<file path="src/design/pli_pkg.sv">
`timescale 1ns / 1ps

package pli_pkg;

    // Fixed field widths of the streaming payload.
    localparam int DATA_W      = 32;
    localparam int INDEX_W     = 6;
    localparam int IN_TDATA_W  = 72;
    localparam int OUT_TDATA_W = 32;
    localparam int KIND_W      = 2;
    localparam int ENTRY_W     = 2 * DATA_W;

    // Default table depth.
    localparam int DEF_MAX_POINTS = 64;

    // Configuration register map.
    localparam int APB_ADDR_W = 3;
    localparam int APB_DATA_W = 32;
    localparam int COUNT_W    = 7;
    localparam logic [APB_ADDR_W-1:0] ADDR_POINT_COUNT = 3'd0;
    localparam logic [COUNT_W-1:0]    POINT_COUNT_RESET = 7'd1;

    // Request command codes carried on tuser.
    localparam logic CMD_LOAD  = 1'b0;
    localparam logic CMD_QUERY = 1'b1;

    // Result kinds carried on tuser.
    localparam logic [KIND_W-1:0] KIND_LOAD_ACK   = 2'd0;
    localparam logic [KIND_W-1:0] KIND_INTERP     = 2'd1;
    localparam logic [KIND_W-1:0] KIND_CLAMP_LOW  = 2'd2;
    localparam logic [KIND_W-1:0] KIND_CLAMP_HIGH = 2'd3;

    // Number of quotient bits produced by the divider.
    localparam int DIV_STEPS = 32;

    // One breakpoint as it sits in the table: ordinate above abscissa.
    typedef struct packed {
        logic [DATA_W-1:0] y;
        logic [DATA_W-1:0] x;
    } entry_t;

    // Status of the iterative divider.
    typedef struct packed {
        logic busy;
        logic done;
    } div_status_t;

endpackage

</file>
<file path="src/design/pli_div.sv">
`timescale 1ns / 1ps

module pli_div
    import pli_pkg::*;
(
    input  logic                clk,
    input  logic                rst_n,
    input  logic                start,
    input  logic [ENTRY_W-1:0]  dividend,
    input  logic [DATA_W-1:0]   divisor,
    output div_status_t         status,
    output logic [DATA_W-1:0]   quotient
);

    localparam int STEP_W = $clog2(DIV_STEPS);

    // Restoring division, one quotient bit per cycle. The caller guarantees
    // that the upper half of the dividend is below the divisor, so the
    // quotient fits in DATA_W bits.
    logic [DATA_W-1:0] rem_reg, rem_next;
    logic [DATA_W-1:0] shift_reg, shift_next;
    logic [DATA_W-1:0] dvsr_reg, dvsr_next;
    logic [STEP_W-1:0] step_reg, step_next;
    logic              busy_reg, busy_next;
    logic              done_reg, done_next;
    logic [DATA_W:0]   trial;

    always_comb
    begin
        rem_next   = rem_reg;
        shift_next = shift_reg;
        dvsr_next  = dvsr_reg;
        step_next  = step_reg;
        busy_next  = busy_reg;
        done_next  = 1'b0;
        trial      = {rem_reg, shift_reg[DATA_W-1]} - {1'b0, dvsr_reg};

        if (start)
        begin
            rem_next   = dividend[ENTRY_W-1:DATA_W];
            shift_next = dividend[DATA_W-1:0];
            dvsr_next  = divisor;
            step_next  = STEP_W'(DIV_STEPS - 1);
            busy_next  = 1'b1;
        end
        else if (busy_reg)
        begin
            if (trial[DATA_W])
            begin
                rem_next   = {rem_reg[DATA_W-2:0], shift_reg[DATA_W-1]};
                shift_next = {shift_reg[DATA_W-2:0], 1'b0};
            end
            else
            begin
                rem_next   = trial[DATA_W-1:0];
                shift_next = {shift_reg[DATA_W-2:0], 1'b1};
            end
            step_next = step_reg - STEP_W'(1);
            if (step_reg == '0)
            begin
                busy_next = 1'b0;
                done_next = 1'b1;
            end
        end
    end

    always_ff @(posedge clk or negedge rst_n)
    begin
        if (!rst_n)
        begin
            busy_reg <= 1'b0;
            done_reg <= 1'b0;
            step_reg <= '0;
        end
        else
        begin
            busy_reg <= busy_next;
            done_reg <= done_next;
            step_reg <= step_next;
        end
    end

    always_ff @(posedge clk)
    begin
        rem_reg   <= rem_next;
        shift_reg <= shift_next;
        dvsr_reg  <= dvsr_next;
    end

    assign status.busy = busy_reg;
    assign status.done = done_reg;
    assign quotient    = shift_reg;

endmodule

</file>
<file path="config.mk">
export PLATFORM = sky130hd
export DESIGN_NAME = pli_div
export DESIGN_NICKNAME = d
export VERILOG_FILES = /design/src/design/pli_pkg.sv /design/src/design/pli_div.sv
export SDC_FILE = /design/constraint.sdc
export NUM_CORES = 1
export LEC_CHECK = 0
export BUFFER_PORTS_ARGS = -buffer_cell sky130_fd_sc_hd__buf_2
export CORE_MARGIN = 8
export CORE_UTILIZATION = 25
export CTS_CLUSTER_SIZE = 30
export DETAILED_ROUTE_END_ITERATION = 7
export PLACE_DENSITY = 0.53
export SYNTH_ARGS = -nofsm -noshare
export SYNTH_HDL_FRONTEND = slang
export SYNTH_SLANG_ARGS = --single-unit
</file>
<file path="constraint.sdc">
create_clock -name clk -period 2.85 [get_ports clk]
set_input_delay 0.57 -clock clk [delete_from_list [all_inputs] [get_ports clk]]
set_output_delay 0.57 -clock clk [all_outputs]
set_load 0.02 [all_outputs]
</file>
==> reports/metrics.cfg, run 1 <==
[outcome]
status = finished with violations
violations = negative setup slack

[timing]
rsz0062_at_grt = true
slew_headroom = 0.6810
hold_violations = 0
setup_violations = 33
post-route-period-util = 1.088
fin_ws_ps = -250.7
fin_crit_ps = 3101
fmax_mhz = 322.5
worst_pin_slew_ps = 478.5
clock_skew_ps = 9.784
timing.final.max_slew_violations = 0

[synth]
synth_enable_flop_cells = 96
synthFlopType = edfxtp_1
synthArstFlopShare = 0.06796
syn_avg_cell_area_um2 = 11.34
synth_xor_xnor_area_share = 0.04784
muxShareOfSynthArea = 0.08663
yosys-top-cells-area = edfxtp_1 46%, ha_1 6.8%, mux2_2 5.6%
synthAdderAreaFrac = 0.07156
synth.yosys.seq_area_share = 0.4913
synth_area_leader_cell = edfxtp_1
synth_simple_gate_area_share = 0.1039
syn_area_um2 = 6225
yosysUniqueCellTypes = 62
ys_warn_count = 0
synth_top_cell_area_share = 0.4631
synth-compound-area-share = 0.1427
synth_top_family_by_area = compound AO/OA/AOI/OAI gates
netlist_instances = 549
synth.net_count = 683
ys_ff_latch = 103

[route]
routed_wl_um = 16920
drtIter0Drc = 215
route.detailed.drc = 0
avgViaCountPerCell = 4.429
drt-pass1-iter-count = 4
vias = 4792
wl_per_cell_um = 15.63
detail-route-antenna-nets = 0

[critical_path]
critical_path_required_ps = 2960
path_cells = ha_4 > buf_6 > o211ai_1 > a21o_1 > nand3_2 > a221oi_4 > o21ai_2 > a221o_2 > xor2_4 > buf_12 > buf_12 > mux2i_4 > o21ai_1
slowest_stage = edfxtp_1
path_max_fanout = 6
endpoint_kind = register
startpoint_type = register
worstPathArrival_ps = 3210
cpMostUsedCell = buf_12
critPathKind = register to register
regToRegSetupSlack_ps = -250
crit_path_max_incr_delay_ps = 450

[power]
leakage_uw = 0.003607
switchingPower_uw = 3402
ir_drop_uv = 409.2
clockPowerShare = 0.146
seq_power_share = 0.264
cellPowerDensity_nw_per_um2 = 1060
finalPower_uw = 8836
p_int_uw = 5435
combPwrFrac = 0.591
p_sw_frac = 0.3850

[floorplan]
dieArea_um2 = 30200
die_w_um = 173.8
die_h_um = 173.8
fp.coreArea_um2 = 24390
num_rows = 57
initial_utilization = 0.2552
ios = 133

[grt]
grt_start_max_net_pins = 52
grt.overflow.total = 0
grt_pass1_wl_um = 26700
grt.total_usage = 0.1102
antenna_found_initial = 0
grt_pass1_vias = 4941

[final_layout]
fin_nets = 887
fin_cells = 1082
design_area_um2 = 8335
final_util = 0.3417
syn_to_final_growth_pct = 33.91
antenna_cells = 0
drive_gt1_frac = 0.3997
nFillCells = 2561

[placed_design]
place_inst = 1058
gp_congestion = 0.8146
port-buffer-count = 132
dpl_worst_slack_ps = -337.0
postPlaceCellArea_um2 = 7826
dpl.hpwl_um = 12870

[clock_network]
cts_sinks = 103
root_buffer = clkbuf_16
htree_levels = 3
cts_made_buffers = 9
clk_latency_ps = 370
tritoncts = yes
cts_max_path_buffers = 2
clk_pin_slew_ps = 80

[worst_hold_path]
min_path_type = input pin to asynchronous set/reset pin

[run]
maxCapViolCount = 0

## cells in the mapped netlist (4+ instances only)
master,number
edfxtp_1,96
nand2_1,47
inv_1,44
a21oi_1,36
ha_1,34
mux2_2,31
o21ai_0,30
mux2i_1,19
xnor2_1,18
nor2_1,17
clkbuf_1,15
nand2b_1,13
a21o_1,11
xor2_1,11
nand4_1,10
nand3b_1,9
dfrtp_1,7
o21a_1,7
o21ai_1,7
o311ai_0,7
buf_6,6
nand3_1,5
o211ai_1,5
a211oi_1,4
o21bai_1,4
## power by group through the flow
stage	Clock, uW	Sequential [uW]	Combinational, uW
detailed placement	0	2340	4640
floorplan	0	2360	2980
global route	1380	2380	5700
global placement	0	2340	4620
CTS	1330	2330	5150
finish	1290	2330	5220
## final timing paths
path	startpoint	endpoint	cells after the start
setup reg to reg	rem_reg[2]	rem_reg[16]	13
min in group clk	divisor[3]	dvsr_reg[3]	1
max in group asynchronous	rst_n	step_reg[1]	1
setup / recovery	rem_reg[2]	rem_reg[16]	13
hold / removal	rst_n	busy_reg	1
hold reg to reg	step_reg[4]	step_reg[4]	2
## metal layers
layer,track usage,part of all wire,vias up,wire length [um]
met1,0.1481,0.49,2278,8285
li1,-,-,2431,-
met4,0.03527,0.011,0,189
met5,0,0,-,0
met2,0.1763,0.48,74,8052
met3,0.01939,0.023,9,390
## cell families (layout without fill, tap and decap cells)
group,after synthesis,in the layout
xor gates and xnor gates,31,31
and+or+nand+nor,125,125
buffers and inverters,71,280
DFF,103,103
adders and majority gates,35,35
AOI/OAI and AO/OA,134,134
muxes,50,50
## stage by stage
step	hold slack, ps	setup TNS, ps
floorplan	274.4	-7545
global placement	415.0	-7523
detailed placement	415.8	-8214
CTS	8.192	-5475
global route	15.31	-11670
finish	25.19	-6171
## cell usage in the layout, fill, tap and decap left out, drive strengths merged, types with 4 or more instances in the layout
cell type  netlist  final
o21bai           4      4
xnor2           19     19
mux2            31     31
nand4           10     10
nand3b           9      9
edfxtp          96     96
nand3            5      5
xor2            12     12
o311ai           9      9
inv             44     49
o21ai           38     38
a21o            11     11
ha              34     34
nand2           48     48
nand2b          13     13
dfrtp            7      7
a211oi           4      4
mux2i           19     19
o211ai           5      5
nor2            17     17
clkbuf          15      9
a21oi           36     36
buf             10    220
o21a             7      7
## what timing repair did
action / 4_1_cts / 5_1_grt
pin swaps: 14 / 8
endpoints found under the setup margin: 33 / 33
buffers inserted: 6 / 1
gates cloned: 1 / 0
resized for setup: 20 / 11
hold buffers: 0 / 0
## final cells by class
cell class / instances / area, um2 / area share
clock buffers: 9 / 225.2 / 0.02702
well taps: 324 / 405.4 / 0.04863
repair buffers: 220 / 1443 / 0.1731
multi-input cells: 375 / 2968 / 0.3560
inverters: 44 / 165.2 / 0.01981
flip-flops and latches: 103 / 3058 / 0.3669
clock inverters: 7 / 71.32 / 0.008556
## critical path, delay by kind of cell (launching register included)
family	cells	cell delay, ps
flip-flops	1	450
multiplexers	1	230
buffers and inverters	3	380
AO/OA/AOI/OAI	6	1240
XOR/XNOR	1	200
AND/OR/NAND/NOR	1	90
adder cells (fa/ha/maj)	1	250
No activity file was read; power rests on OpenSTA's default activity.
==> run 2: changes to the inputs <==
--- a/config.mk
+++ b/config.mk
@@ -6,6 +6,7 @@
 export NUM_CORES = 1
 export LEC_CHECK = 0
 export BUFFER_PORTS_ARGS = -buffer_cell sky130_fd_sc_hd__buf_2
+export CORE_ASPECT_RATIO = 1.25
 export CORE_MARGIN = 8
 export CORE_UTILIZATION = 25
 export CTS_CLUSTER_SIZE = 30
==> reports/metrics.cfg, run 2 (synthesis results as in run 1) <==
[final_layout]
drive_gt1_frac = 0.4092  ; +0.009474
multiInputGateArea_um2 = 3047  ; +2.7%
seq_area_um2 = 3058  ; unchanged
final_common_cell = buf_2
syn_to_final_growth_pct = 35.52
nFillCells = 2544  ; -0.66%
fin_nets = 889  ; +0.23%
final_cell_mix = 131 x buf_2, 96 x edfxtp_1, 81 x buf_4
fin_cells = 1091  ; +0.83%
design_area_um2 = 8436  ; +1.2%

[grt]
antenna_found_initial = 1  ; +1
grt_pass1_vias = 5036  ; +1.9%
grt_pass1_wl_um = 26790  ; +0.33%
grt.total_usage = 0.1151  ; +0.004880
grt.overflow.total = 0  ; unchanged
grt_start_max_net_pins = 75  ; +44%

[power]
seq_power_share = 0.258  ; -0.006
ir_drop_uv = 509.3  ; +24%
p_sw_frac = 0.3807  ; -0.004259
switchingPower_uw = 3456  ; +1.6%
combPwrFrac = 0.602  ; +0.011
leakage_uw = 0.003638  ; +0.88%
cellPowerDensity_nw_per_um2 = 1076  ; +1.5%
clockPowerShare = 0.141  ; -0.005
p_int_uw = 5621  ; +3.4%

[route]
wl_met2_um = 8779  ; +9.0%
route.detailed.drc = 0  ; unchanged
detail-route-antenna-nets = 0  ; unchanged
routed_wl_um = 17090  ; +1.0%
wl_met1_um = 7452  ; -10%
top_layer_used = met4
drtIter0Drc = 258  ; +20%
drt-pass1-iter-count = 5  ; +1
avgViaCountPerCell = 4.464  ; +0.79%
route.met3.wl_um = 478  ; +23%
wl_per_cell_um = 15.66  ; +0.19%
vias = 4870  ; +1.6%

[worst_hold_path]
min_path_type = input pin to asynchronous set/reset pin

[floorplan]
die_w_um = 157.1  ; -9.6%
num_rows = 64  ; +12%
fp.coreArea_um2 = 24500  ; +0.46%
dieArea_um2 = 30240  ; +0.10%
initial_utilization = 0.2540  ; -0.001173
die_h_um = 192.4  ; +11%
ios = 133  ; unchanged

[critical_path]
critical_path_required_ps = 3030  ; +70 ps
rr_worst_depth = 12  ; -1
crit_path_max_incr_delay_ps = 400  ; -50 ps
worstPathArrival_ps = 3260  ; +50 ps
endpoint_kind = register
r2r_start = rem_reg[24]
startpoint_type = register
cp-startpoint = rem_reg[24]
slowest_stage = a221o_2
critPathKind = register to register
path_cells = ha_1 > a21o_1 > a21oi_2 > nor2_1 > o41a_1 > a21o_1 > a221o_2 > buf_4 > xnor2_4 > buf_6 > buf_4 > o311ai_4
path_max_fanout = 6  ; unchanged

[timing]
worst_pin_slew_ps = 444.5  ; -34.03 ps
post-route-period-util = 1.079  ; -0.008900
fmax_mhz = 325.2  ; +0.82%
slew_headroom = 0.7037  ; +0.02269
fin_ws_ps = -225.4  ; +25.36 ps
timing.final.max_slew_violations = 0  ; unchanged
setup_violations = 33  ; unchanged
rsz0062_at_grt = true
fin_crit_ps = 3075  ; -25.36 ps
fin_hold_ws_ps = 13.79  ; -11.40 ps
hold_violations = 0  ; unchanged
clock_skew_ps = 15.00  ; +5.212 ps

[placed_design]
place_inst = 1061  ; +0.28%
dpl.hpwl_um = 12780  ; -0.68%
postPlaceCellArea_um2 = 7799  ; -0.35%
port-buffer-count = 132  ; unchanged
dpl_worst_slack_ps = -329.0  ; +7.932 ps
gp_congestion = 0.7998  ; -1.8%

[clock_network]
cts_sinks = 103  ; unchanged
tritoncts = yes
htree_levels = 3  ; unchanged
cts_max_path_buffers = 2  ; unchanged
cts_hold_buffers = 0  ; unchanged
clk_pin_slew_ps = 80  ; about the same
root_buffer = clkbuf_16
cts_made_buffers = 9  ; unchanged
clk_latency_ps = 370  ; about the same

[outcome]
violations = negative setup slack
status = finished with violations

[run]
maxCapViolCount = 0  ; unchanged

[run 2: layout make-up]
class / count / area share
Inverter: 44 / 0.01958
Multi-Input combinational cell: 375 / 0.3612
Clock inverter: 5 / 0.004450
Antenna cell: 1 / 0.0002966
Sequential cell: 103 / 0.3625
Timing Repair Buffer: 222 / 0.1718
Tap cell: 330 / 0.04895
Clock buffer: 11 / 0.03130
[run 2: path summary, 6_finish.rpt]
kind,endpoint,slack (ps)
max,rem_reg[3],-230
min,step_reg[2],10
max reg2reg,rem_reg[3],-230
min reg2reg,step_reg[4],540
max in group asynchronous,busy_reg,2680
min in group clk,dvsr_reg[9],380
[run 2: power by group through the flow]
stage	sequential, uW	clock, uW	combinational (uW)
floorplan	2360	0	2980
global placement	2350	0	4600
detailed placement	2350	0	4610
CTS	2330	1320	5280
global route	2390	1370	5970
finish	2340	1280	5460
[run 2: critical path, delay by kind of cell (launching register included)]
family	cells	cell delay [ps]
buf+inv	3	450
flops	1	390
compound gates	6	1510
fa+ha+maj	1	320
simple gates	1	70
xor+xnor	1	150
[run 2: timing repair]
item	4_1_cts	5_1_grt
setup endpoints to repair	33	33
cloned	2	0
resized for setup	29	16
pin swaps	12	16
setup buffers	6	6
[run 2: through the flow]
stage / power (uW) / setup TNS [ps] / utilization
2_1_floorplan: 5341 / -7545 / -
3_3_place_gp: 6948 / -7805 / 0.3183
3_5_place_dp: 6962 / -7943 / 0.3183
4_1_cts: 8935 / -6354 / 0.3391
5_1_grt: 9730 / -9193 / 0.3443
6_report: 9077 / -5490 / 0.3443
[run 2: layer usage]
| metal | vias to the layer above | track usage |
|---|---|---|
| li1 | 2429 | - |
| met1 | 2342 | 0.1370 |
| met2 | 82 | 0.1984 |
| met3 | 17 | 0.01882 |
| met4 | 0 | 0.05576 |
| met5 | - | 0 |
